### config.mk
export PLATFORM = sky130hd
export DESIGN_NAME = egc_back
export DESIGN_NICKNAME = d
export VERILOG_FILES = /design/src/hw/rtl/egc_pkg.sv /design/src/hw/rtl/egc_back.sv
export SDC_FILE = /design/constraint.sdc
export NUM_CORES = 1
export LEC_CHECK = 0
export BUFFER_PORTS_ARGS = -buffer_cell sky130_fd_sc_hd__buf_2
export CELL_PAD_IN_SITES_DETAIL_PLACEMENT = 1
export CELL_PAD_IN_SITES_GLOBAL_PLACEMENT = 2
export CORE_MARGIN = 2
export CORE_UTILIZATION = 41
export DETAILED_ROUTE_END_ITERATION = 10
export HOLD_SLACK_MARGIN = 0.05
export PLACE_DENSITY_LB_ADDON = 0.1
export SLEW_MARGIN = 20
export SYNTH_ARGS = -nofsm -noshare
export SYNTH_HDL_FRONTEND = slang
export SYNTH_SLANG_ARGS = --single-unit
### constraint.sdc
create_clock -name clk -period 8.3 [get_ports clk]
set_input_delay 1.66 -clock clk [delete_from_list [all_inputs] [get_ports clk]]
set_output_delay 1.66 -clock clk [all_outputs]
set_load 0.01 [all_outputs]
### src/hw/rtl/egc_pkg.sv
// ----------------------------------------------------------------------------
// egc_pkg: shared types and constants of the edge growth cost unit
// Field widths, register codes and the beat that travels through the
// square-root cell chain.
// ----------------------------------------------------------------------------
`default_nettype none

package egc_pkg;

    // Configuration register widths and reset values
    localparam int LINK_W   = 23;
    localparam int WEIGHT_W = 12;
    localparam int CFG_IDX_W = 1;
    localparam logic [LINK_W-1:0]   MAX_LINK_RST = 23'd26214;
    localparam logic [WEIGHT_W-1:0] WEIGHT_RST   = 12'd1024;

    // Datapath widths
    localparam int NORM_W = 16;                        // Q1.14 normal
    localparam int DOT_W  = 24;                        // link component used in the dot product
    localparam int SQR_W  = 2 * LINK_W;                // one squared component
    localparam int PRD_W  = DOT_W + NORM_W;            // one dot product term
    localparam int DSUM_W = PRD_W + 2;                 // sum of three terms
    localparam int SQ_W   = 48;                        // sum of squares, Q16.32
    localparam int ROOT_W = SQ_W / 2;                  // link length, Q8.16
    localparam int REM_W  = ROOT_W + 2;                // square-root remainder
    localparam int NORM_FRAC = 14;
    localparam int PROJ_W = DSUM_W - NORM_FRAC;        // |d.n| in Q12.16
    localparam int COST_W = 24;
    localparam int MULT_W = WEIGHT_W + ROOT_W;         // k * diff
    localparam int WFRAC  = 8;
    localparam int PEN_W  = MULT_W - WFRAC;            // penalty after scaling

    // Configuration register codes
    typedef enum logic [CFG_IDX_W-1:0] {
        CFG_MAX_LINK     = 1'b0,
        CFG_ANGLE_WEIGHT = 1'b1
    } cfg_reg_t;

    // Beat moving down the square-root chain
    typedef struct packed {
        logic              far;    // some component already beyond the limit
        logic [SQ_W-1:0]   rad;    // radicand bits still to bring in, top first
        logic [REM_W-1:0]  rem;    // partial remainder
        logic [ROOT_W-1:0] root;   // partial root
        logic [PROJ_W-1:0] proj;   // projection on the normal, Q12.16
    } sq_beat_t;

endpackage

`default_nettype wire

### src/hw/rtl/egc_back.sv
// ----------------------------------------------------------------------------
// egc_back: limit check, angle penalty and cost
// Two registered stages: length limit, clamped difference and weight
// multiply, then scaling, sum and saturation into the output register.
// ----------------------------------------------------------------------------
`default_nettype none

module egc_back (
    input  wire                             clk,
    input  wire                             rst_n,
    input  wire                             in_valid,
    output logic                            in_ready,
    input  wire egc_pkg::sq_beat_t          in_beat,
    input  wire [egc_pkg::LINK_W-1:0]       max_link,
    input  wire [egc_pkg::WEIGHT_W-1:0]     angle_weight,
    output logic                            out_valid,
    input  wire                             out_ready,
    output logic                            reachable,
    output logic [egc_pkg::COST_W-1:0]      edge_cost
);

    logic v1_reg, v2_reg;
    logic ready_1, ready_2;

    assign ready_2   = !v2_reg || out_ready;
    assign ready_1   = !v1_reg || ready_2;
    assign in_ready  = ready_1;
    assign out_valid = v2_reg;

    always_ff @(posedge clk or negedge rst_n)
    begin
        if (!rst_n)
        begin
            v1_reg <= 1'b0;
            v2_reg <= 1'b0;
        end
        else
        begin
            if (ready_1) v1_reg <= in_valid;
            if (ready_2) v2_reg <= v1_reg;
        end
    end

    // Stage 1: limit check, clamped difference, weight multiply
    logic                            reach_next;
    logic [egc_pkg::PROJ_W-1:0]      root_ext;
    logic [egc_pkg::ROOT_W-1:0]      diff;
    logic                            reach1_reg;
    logic [egc_pkg::ROOT_W-1:0]      root1_reg;
    logic [egc_pkg::MULT_W-1:0]      prod1_reg;

    always_comb
    begin
        reach_next = !in_beat.far
                   && (in_beat.root <= egc_pkg::ROOT_W'(max_link));
        root_ext   = egc_pkg::PROJ_W'(in_beat.root);
        if (root_ext > in_beat.proj)
            diff = egc_pkg::ROOT_W'(root_ext - in_beat.proj);
        else
            diff = '0;
    end

    always_ff @(posedge clk)
    begin
        if (ready_1 && in_valid)
        begin
            reach1_reg <= reach_next;
            root1_reg  <= in_beat.root;
            prod1_reg  <= egc_pkg::MULT_W'(angle_weight) * egc_pkg::MULT_W'(diff);
        end
    end

    // Stage 2: cost = dist + penalty, saturated; zero when unreachable
    logic [egc_pkg::PEN_W:0]         cost_sum;
    logic [egc_pkg::COST_W-1:0]      cost_next;
    logic                            reach2_reg;
    logic [egc_pkg::COST_W-1:0]      cost2_reg;

    always_comb
    begin
        cost_sum = (egc_pkg::PEN_W + 1)'(root1_reg)
                 + (egc_pkg::PEN_W + 1)'(prod1_reg[egc_pkg::MULT_W-1:egc_pkg::WFRAC]);
        if (!reach1_reg)
            cost_next = '0;
        else if (|cost_sum[egc_pkg::PEN_W:egc_pkg::COST_W])
            cost_next = '1;
        else
            cost_next = cost_sum[egc_pkg::COST_W-1:0];
    end

    always_ff @(posedge clk)
    begin
        if (ready_2 && v1_reg)
        begin
            reach2_reg <= reach1_reg;
            cost2_reg  <= cost_next;
        end
    end

    assign reachable = reach2_reg;
    assign edge_cost = cost2_reg;

`ifndef SYNTHESIS
    // an unreachable edge always carries zero cost
    a_unreach_zero: assert property (@(posedge clk) disable iff (!rst_n)
        (v2_reg && !reach2_reg) |-> (cost2_reg == '0))
        else $error("unreachable edge with nonzero cost");

    // a reachable edge never exceeds the limit
    a_reach_limit: assert property (@(posedge clk) disable iff (!rst_n)
        (v1_reg && reach1_reg) |-> (root1_reg <= egc_pkg::ROOT_W'(max_link)))
        else $error("reachable edge longer than limit");

    // cost of a reachable edge is at least its length
    a_cost_floor: assert property (@(posedge clk) disable iff (!rst_n)
        (v1_reg && reach1_reg) |-> (cost_next >= root1_reg))
        else $error("cost below link length");
`endif

endmodule

`default_nettype wire
==> Implementation_results.wiki, run 1 <==
{| class="wikitable"
! Metric !! Value
|-
| Top area cells in the synthesized netlist || sky130_fd_sc_hd__fa_1 (30%), sky130_fd_sc_hd__edfxtp_1 (16%), sky130_fd_sc_hd__ha_1 (12%)
|-
| Min-Delay Path Depth || 1
|-
| Critical-path maximum fanout || 4
|-
| Clock skew || 10.01 ps
|-
| Largest incremental delay on the critical path || 530 ps
|-
| Critical setup path kind || input pin to flop
|-
| Result of the run || complete, but fails checks
|-
| Core region area || 35480 um^2
|-
| Fin. max-slew vios || 0
|-
| Flip-flop count of the largest register after layout || 28
|-
| Number of instances in the synthesized netlist || 1615
|-
| Cell depth of the worst flop-to-flop path || 13
|-
| Headroom to the max-slew limit || 41.29%
|-
| GRT Total Usage || 25.17%
|-
| Count of placed standard cells including taps || 2412
|-
| Register-to-register setup slack || 4700 ps
|-
| Class of the tightest hold or removal check || flop to flop
|-
| HPWL after detailed placement || 39190 um
|-
| Post-Synthesis Mean Instance Area || 9.116 um^2
|-
| Post-Synthesis Cell Area || 14720 um^2
|-
| Port Buffers || 118
|-
| Number of top-level pins || 193
|-
| Synth top area share || 30.05%
|-
| Deepest level of the CTS H-tree || 3
|-
| Share of synthesized registers carrying an async set or reset || 2.500%
|-
| Post-route DRC violation count || 0
|-
| Proportion of layout cells with a drive suffix above 1 || 30.85%
|-
| Clock network fraction of design power || 24.1%
|-
| Critical Path Start || in_beat[1]
|-
| Number of synthesized flops with an enable pin || 78
|-
| Transition time at the pin with the least slew margin || 858.4 ps
|-
| Top cell by count, worst path || sky130_fd_sc_hd__fa_1
|-
| Required time of the worst setup path || 8350 ps
|-
| X dimension of the die || 193.5 um
|-
| Final setup TNS || -4217 ps
|-
| Peak supply drop || 0.0001051 V
|-
| # fillers || 4082
|-
| Total iterations of the first detailed-routing run || 5
|-
| Number of buffers added by the clock tree synthesis step || 9
|-
| Termination of the worst setup path || prod1_reg[35]
|-
| Endpoint kind of the worst setup timing path || flop
|-
| Sequential cell area in the final layout || 2392 um^2
|-
| RSZ-0062 raised after global routing || true
|-
| Hold buffer count at CTS || 0
|-
| Part of the total power dissipated in combinational logic || 45.2%
|-
| Initial core utilization || 41.49%
|-
| Drt wl/cell || 18.85 um
|-
| Sequential share of power || 30.6%
|-
| Fmax || 0.1144 GHz
|-
| Hold Violations, Final || 0
|-
| Cell type with the largest total area after synthesis || sky130_fd_sc_hd__fa_1
|-
| Clock tree root buffer cell || sky130_fd_sc_hd__clkbuf_16
|-
| Gpl congestion || 0.8683
|-
| Power per Cell Area || 84.57 nW/um^2
|-
| Switching power || 0.0005805 W
|-
| Antenna violations before repair || 0
|-
| Overflow after GRT || 0
|-
| Area Growth Syn to Fin || 31.00%
|-
| Number of antenna-violating nets in the routed design || 0
|-
| Via-per-instance ratio || 5.099
|-
| Vertical die dimension || 193.5 um
|-
| Primary flip-flop cell chosen by synthesis mapping || sky130_fd_sc_hd__edfxtp_1
|-
| Proportion of synthesized chip area in sequential cells || 16.25%
|-
| Fraction of the cycle the final worst path needs || 105.3%
|-
| Clock transition time at the flip-flop clock pins of the worst setup and hold paths || 60 ps
|-
| Area of combinational cells with multiple inputs || 11630 um^2
|-
| Post-Route Utilization || 54.36%
|-
| Time the worst path needs with I/O delays and setup || 8744 ps
|-
| Violated checks || setup timing
|-
| Clock Path Buffers || 2
|-
| Net Count, Synth || 2143
|-
| Finish-stage setup viols || 17
|-
| Clock tree from TritonCTS || yes
|-
| Leakage power figure || 9.930 nW
|-
| Worst slack on hold paths || 535.1 ps
|-
| Via count of the first global-routing pass || 14050
|-
| Switching share of power || 35.59%
|-
| Post-Place Worst Slack || -1065 ps
|-
| Yosys reg bits || 80
|-
| Row cnt || 69
|-
| Final antenna diode count || 0
|-
| DIE AREA || 37440 um^2
|-
| Nets || 2536
|-
| Kind of start point of the critical path || input pin
|-
| Clock sink count || 80
|-
| Number of distinct library cell variants in the gate-level netlist after synthesis || 77
|-
| Via total after detailed routing || 12620
|-
| Pin count of the biggest net entering global routing || 54
|-
| Wire length of the first global-routing pass || 74780 um
|-
| Initial drt markers || 640
|-
| Source-to-sink clock delay at the later pin of the worst-skew pair || 340 ps
|-
| Arrival time of the worst setup path || 8800 ps
|-
| Critical R2R Capture || edge_cost[1]
|-
| Internal power || 0.001051 W
|-
| Slowest CP cell || sky130_fd_sc_hd__fa_1
|-
| Final Instance Count excl. Fillers || 2474
|-
| R2R Path Start || root1_reg[0]
|-
| Minimum setup slack in the final design || -443.9 ps
|-
| WL final || 46620 um
|-
| Synth warn || 0
|-
| Total of max-cap violations || 0
|}
power by group through the flow:
stage                     clock, W  sequential, W  combinational, W
final                     0.000394       0.000499          0.000738
after global routing      0.000419       0.000502          0.000808
after global placement           0       0.000507          0.000673
after CTS                 0.000403       0.000500          0.000724
after floorplan                  0       0.000506          0.000357
after detailed placement         0       0.000509          0.000690
cell type report:
cell class,count,share of cell area (%)
well taps,461,2.991
clock inverters,6,0.3114
multi-input cells,1165,60.29
clock buffers,10,1.187
repair buffers,436,16.57
flip-flops and latches,80,12.40
inverters,316,6.247
logic make-up after synthesis:
family / share of synthesized area, %
xor+xnor: 4.156
fa+ha+maj: 42.11
flops: 16.25
compound gates: 11.46
buf+inv: 9.824
mux: 0.1360
simple gates: 16.06
timing repair:
| item | CTS | global route |
|---|---|---|
| endpoints found under the setup margin | 25 | 23 |
| pin swaps | 61 | 84 |
| resized for setup | 89 | 74 |
| setup buffers | 28 | 20 |
| gates cloned | 4 | 0 |
layer usage:
metal / wire [um] / global-route usage (%) / vias up
li1: - / - / 5954
met1: 21990 / 35.36 / 6389
met2: 22340 / 42.70 / 238
met3: 1708 / 2.458 / 34
met4: 592 / 4.524 / 0
met5: 0 / 0 / -
Yosys cell counts, drive strengths merged (2+ instances only):
cell type / n
and4: 6
xnor2: 49
nor3b: 2
a31o: 3
nor4: 3
xor2: 20
fa: 221
nor2b: 14
nand3: 13
dlygate4sd1: 2
nor2: 71
a22o: 2
nand2: 240
buf: 23
a2111oi: 3
a21o: 40
and2: 52
a31oi: 5
o211ai: 5
nand4: 14
a221oi: 6
o31ai: 5
and3: 51
a21boi: 5
o21bai: 12
inv: 316
o21ai: 34
a21oi: 63
a311o: 2
clkbuf: 30
nor4b: 3
nand2b: 11
a211oi: 6
edfxtp: 78
nor3: 13
a311oi: 5
o21a: 28
ha: 141
mux2i: 2
dfrtp: 2
placed cells by master, fill, tap and decap left out, drive strengths merged, types with 3 or more instances in the layout:
cell / netlist / layout
buf: 23 / 435
ha: 141 / 141
a31o: 3 / 3
a2111oi: 3 / 3
xor2: 20 / 20
a21oi: 63 / 63
a21boi: 5 / 5
o21a: 28 / 28
nand2: 240 / 240
nand2b: 11 / 11
inv: 316 / 316
fa: 221 / 221
edfxtp: 78 / 78
nor3: 13 / 13
and4: 6 / 6
o31ai: 5 / 5
a311oi: 5 / 5
nor4: 3 / 3
nand3: 13 / 13
and2: 52 / 53
xnor2: 49 / 49
nand4: 14 / 14
o21ai: 34 / 34
a221oi: 6 / 6
a21o: 40 / 40
a31oi: 5 / 5
clkbuf: 30 / 10
o21bai: 12 / 12
and3: 51 / 51
nor2: 71 / 71
clkinv: 0 / 3
o211ai: 5 / 5
a211oi: 6 / 6
nor4b: 3 / 3
nor2b: 14 / 14
worst max-delay path, delay by kind of cell:
kind                     cells  cell delay [ps]
AO/OA/AOI/OAI               10             2210
buffers and inverters        7              640
AND/OR/NAND/NOR              7             1200
XOR/XNOR                     1              170
adder cells (fa/ha/maj)      7             2890
metrics by stage:
step,area (um^2),power [W]
floorplan,14940,0.0008627
global placement,17910,0.001179
detailed placement,17910,0.001199
CTS,18830,0.001627
global route,19290,0.001729
finish,19290,0.001631
how the worst min path moves through the flow:
stage,startpoint,end
after floorplan,v1_reg,out_valid
after CTS,v1_reg,out_valid
after global placement,v1_reg,out_valid
final,v1_reg,out_valid
after global routing,v1_reg,out_valid
after detailed placement,v1_reg,out_valid
Note: power is estimated with default switching activity, not from simulation.
==> inputs of run 2 (changes only) <==
- SETUP_SLACK_MARGIN: not set -> 0.4
==> Implementation_results.wiki, run 2 (synthesis results as in run 1) <==
{| class="wikitable"
! Metric !! Value
|-
| Result of the run || complete, but fails checks
|-
| Violated checks || setup timing
|-
| Deepest level of the CTS H-tree || 3
|-
| Time the worst path needs with I/O delays and setup || 8729 ps
|-
| Total of max-cap violations || 0
|-
| Total iterations of the first detailed-routing run || 5
|-
| X dimension of the die || 193.5 um
|-
| Area of combinational cells with multiple inputs || 11690 um^2
|-
| Row cnt || 69
|-
| Vertical die dimension || 193.5 um
|-
| Antenna violations before repair || 0
|-
| Core region area || 35480 um^2
|-
| Nets || 2532
|-
| Most common library cell in the layout ignoring fill and taps || sky130_fd_sc_hd__inv_1
|-
| Finish-stage setup viols || 19
|-
| Clock tree root buffer cell || sky130_fd_sc_hd__clkbuf_16
|-
| R2R Path Start || root1_reg[0]
|-
| Endpoint kind of the worst setup timing path || flop
|-
| Clock sink count || 80
|-
| Sequential cell area in the final layout || 2392 um^2
|-
| Internal power || 0.001073 W
|-
| Flip-flop count of the largest register after layout || 28
|-
| Drt wl/cell || 19.28 um
|-
| Transition time at the pin with the least slew margin || 827.2 ps
|-
| Clock transition time at the flip-flop clock pins of the worst setup and hold paths || 60 ps
|-
| Via total after detailed routing || 12640
|-
| Leakage power figure || 9.893 nW
|-
| Number of top-level pins || 193
|-
| Part of the total power dissipated in combinational logic || 45.9%
|-
| Pin count of the biggest net entering global routing || 54
|-
| Proportion of layout cells with a drive suffix above 1 || 30.76%
|-
| Power per Cell Area || 86.65 nW/um^2
|-
| Clock skew || 9.581 ps
|-
| Number of buffers added by the clock tree synthesis step || 9
|-
| Post-Place Worst Slack || -1026 ps
|-
| Minimum setup slack in the final design || -428.9 ps
|-
| Port Buffers || 118
|-
| Leading cell types in the layout, fill and taps excluded || sky130_fd_sc_hd__inv_1 (301), sky130_fd_sc_hd__buf_4 (280), sky130_fd_sc_hd__nand2_1 (229), sky130_fd_sc_hd__fa_1 (206), sky130_fd_sc_hd__ha_1 (122)
|-
| Overflow after GRT || 0
|-
| Critical R2R Capture || edge_cost[13]
|-
| Hold Violations, Final || 0
|-
| # fillers || 4109
|-
| Number of antenna-violating nets in the routed design || 0
|-
| Gpl congestion || 0.8930
|-
| Slowest CP cell || sky130_fd_sc_hd__fa_1
|-
| Sequential share of power || 29.7%
|-
| HPWL after detailed placement || 39390 um
|-
| RSZ-0062 raised after global routing || true
|-
| Switching power || 0.0006064 W
|-
| Fmax || 0.1146 GHz
|-
| Cell depth of the worst flop-to-flop path || 13
|-
| Via-per-instance ratio || 5.116
|-
| Initial drt markers || 509
|-
| Switching share of power || 36.10%
|-
| GRT Total Usage || 25.45%
|-
| Peak supply drop || 0.0001287 V
|-
| Final antenna diode count || 0
|-
| Area Growth Syn to Fin || 31.66%
|-
| Largest incremental delay on the critical path || 560 ps
|-
| Class of the tightest hold or removal check || flop to flop
|-
| Critical Path Start || in_beat[1]
|-
| Fraction of the cycle the final worst path needs || 105.2%
|-
| Critical setup path kind || input pin to flop
|-
| Clock network fraction of design power || 24.4%
|-
| Headroom to the max-slew limit || 44.85%
|-
| Termination of the worst setup path || prod1_reg[34]
|-
| Post-route DRC violation count || 0
|-
| DIE AREA || 37440 um^2
|-
| Arrival time of the worst setup path || 8830 ps
|-
| Clock Path Buffers || 2
|-
| Fin. max-slew vios || 0
|-
| Clock tree from TritonCTS || yes
|-
| Wire length of the first global-routing pass || 75200 um
|-
| Critical-path maximum fanout || 7
|-
| Kind of start point of the critical path || input pin
|-
| Via count of the first global-routing pass || 13990
|-
| Required time of the worst setup path || 8400 ps
|-
| Register-to-register setup slack || 4540 ps
|-
| Final setup TNS || -4828 ps
|-
| Top cell by count, worst path || sky130_fd_sc_hd__fa_1
|-
| WL final || 47630 um
|-
| Source-to-sink clock delay at the later pin of the worst-skew pair || 350 ps
|-
| Initial core utilization || 41.49%
|}
[run 2: layer usage]
| layer | GRT usage, % | vias to the layer above | part of all wire [%] |
|---|---|---|---|
| met5 | 0 | - | 0 |
| met4 | 5.881 | 0 | 1.5 |
| met3 | 2.476 | 40 | 3.4 |
| met2 | 42.83 | 213 | 49 |
| met1 | 35.54 | 6433 | 47 |
| li1 | - | 5951 | - |
[run 2: worst max-delay path, delay by kind of cell]
kind,cells,cell delay [ps]
AO/OA/AOI/OAI,11,2450
XOR/XNOR,2,220
buffers and inverters,8,750
adder cells (fa/ha/maj),7,3040
AND/OR/NAND/NOR,5,700
[run 2: power by group through the flow]
stage               registers [W]  logic, W  clock network, W
finish                   0.000499  0.000770          0.000410
global route             0.000502  0.000837          0.000435
CTS                      0.000499  0.000747          0.000419
detailed placement       0.000508  0.000695                 0
global placement         0.000507  0.000676                 0
floorplan                0.000506  0.000359                 0
[run 2: how the worst min path moves through the flow]
| stage | endpoint | depth (start not counted) | startpoint |
|---|---|---|---|
| after global routing | out_valid | 1 | v1_reg |
| after CTS | out_valid | 1 | v1_reg |
| after floorplan | out_valid | 1 | v1_reg |
| after global placement | out_valid | 1 | v1_reg |
| final | out_valid | 1 | v1_reg |
| after detailed placement | out_valid | 1 | v1_reg |
[run 2: stage by stage]
stage	util, %	instances	instance area (um^2)	hold WS, ps	total power [W]
floorplan	-	1615	15030	449.0	0.0008654
global placement	50.62	2408	17960	464.5	0.001183
detailed placement	50.62	2408	17960	508.3	0.001203
CTS	53.71	2460	19060	521.8	0.001665
global route	54.63	2470	19380	558.0	0.001774
finish	54.63	2470	19380	519.4	0.001680
[run 2: repair_timing]
| item | in CTS | in global routing |
|---|---|---|
| cloned | 2 | 0 |
| hold endpoints to repair | 0 | 0 |
| hold buffers | 0 | 0 |
| gates resized for setup | 106 | 54 |
| endpoints found under the setup margin | 27 | 26 |
| setup buffers | 34 | 10 |
| pin swaps | 56 | 46 |
[run 2: layout make-up]
type / instances / share of cell area, %
Clock buffer: 9 / 1.162
Clock inverter: 7 / 0.4002
Inverter: 316 / 6.268
Multi-Input combinational cell: 1164 / 60.28
Sequential cell: 80 / 12.34
Tap cell: 461 / 2.976
Timing Repair Buffer: 433 / 16.57
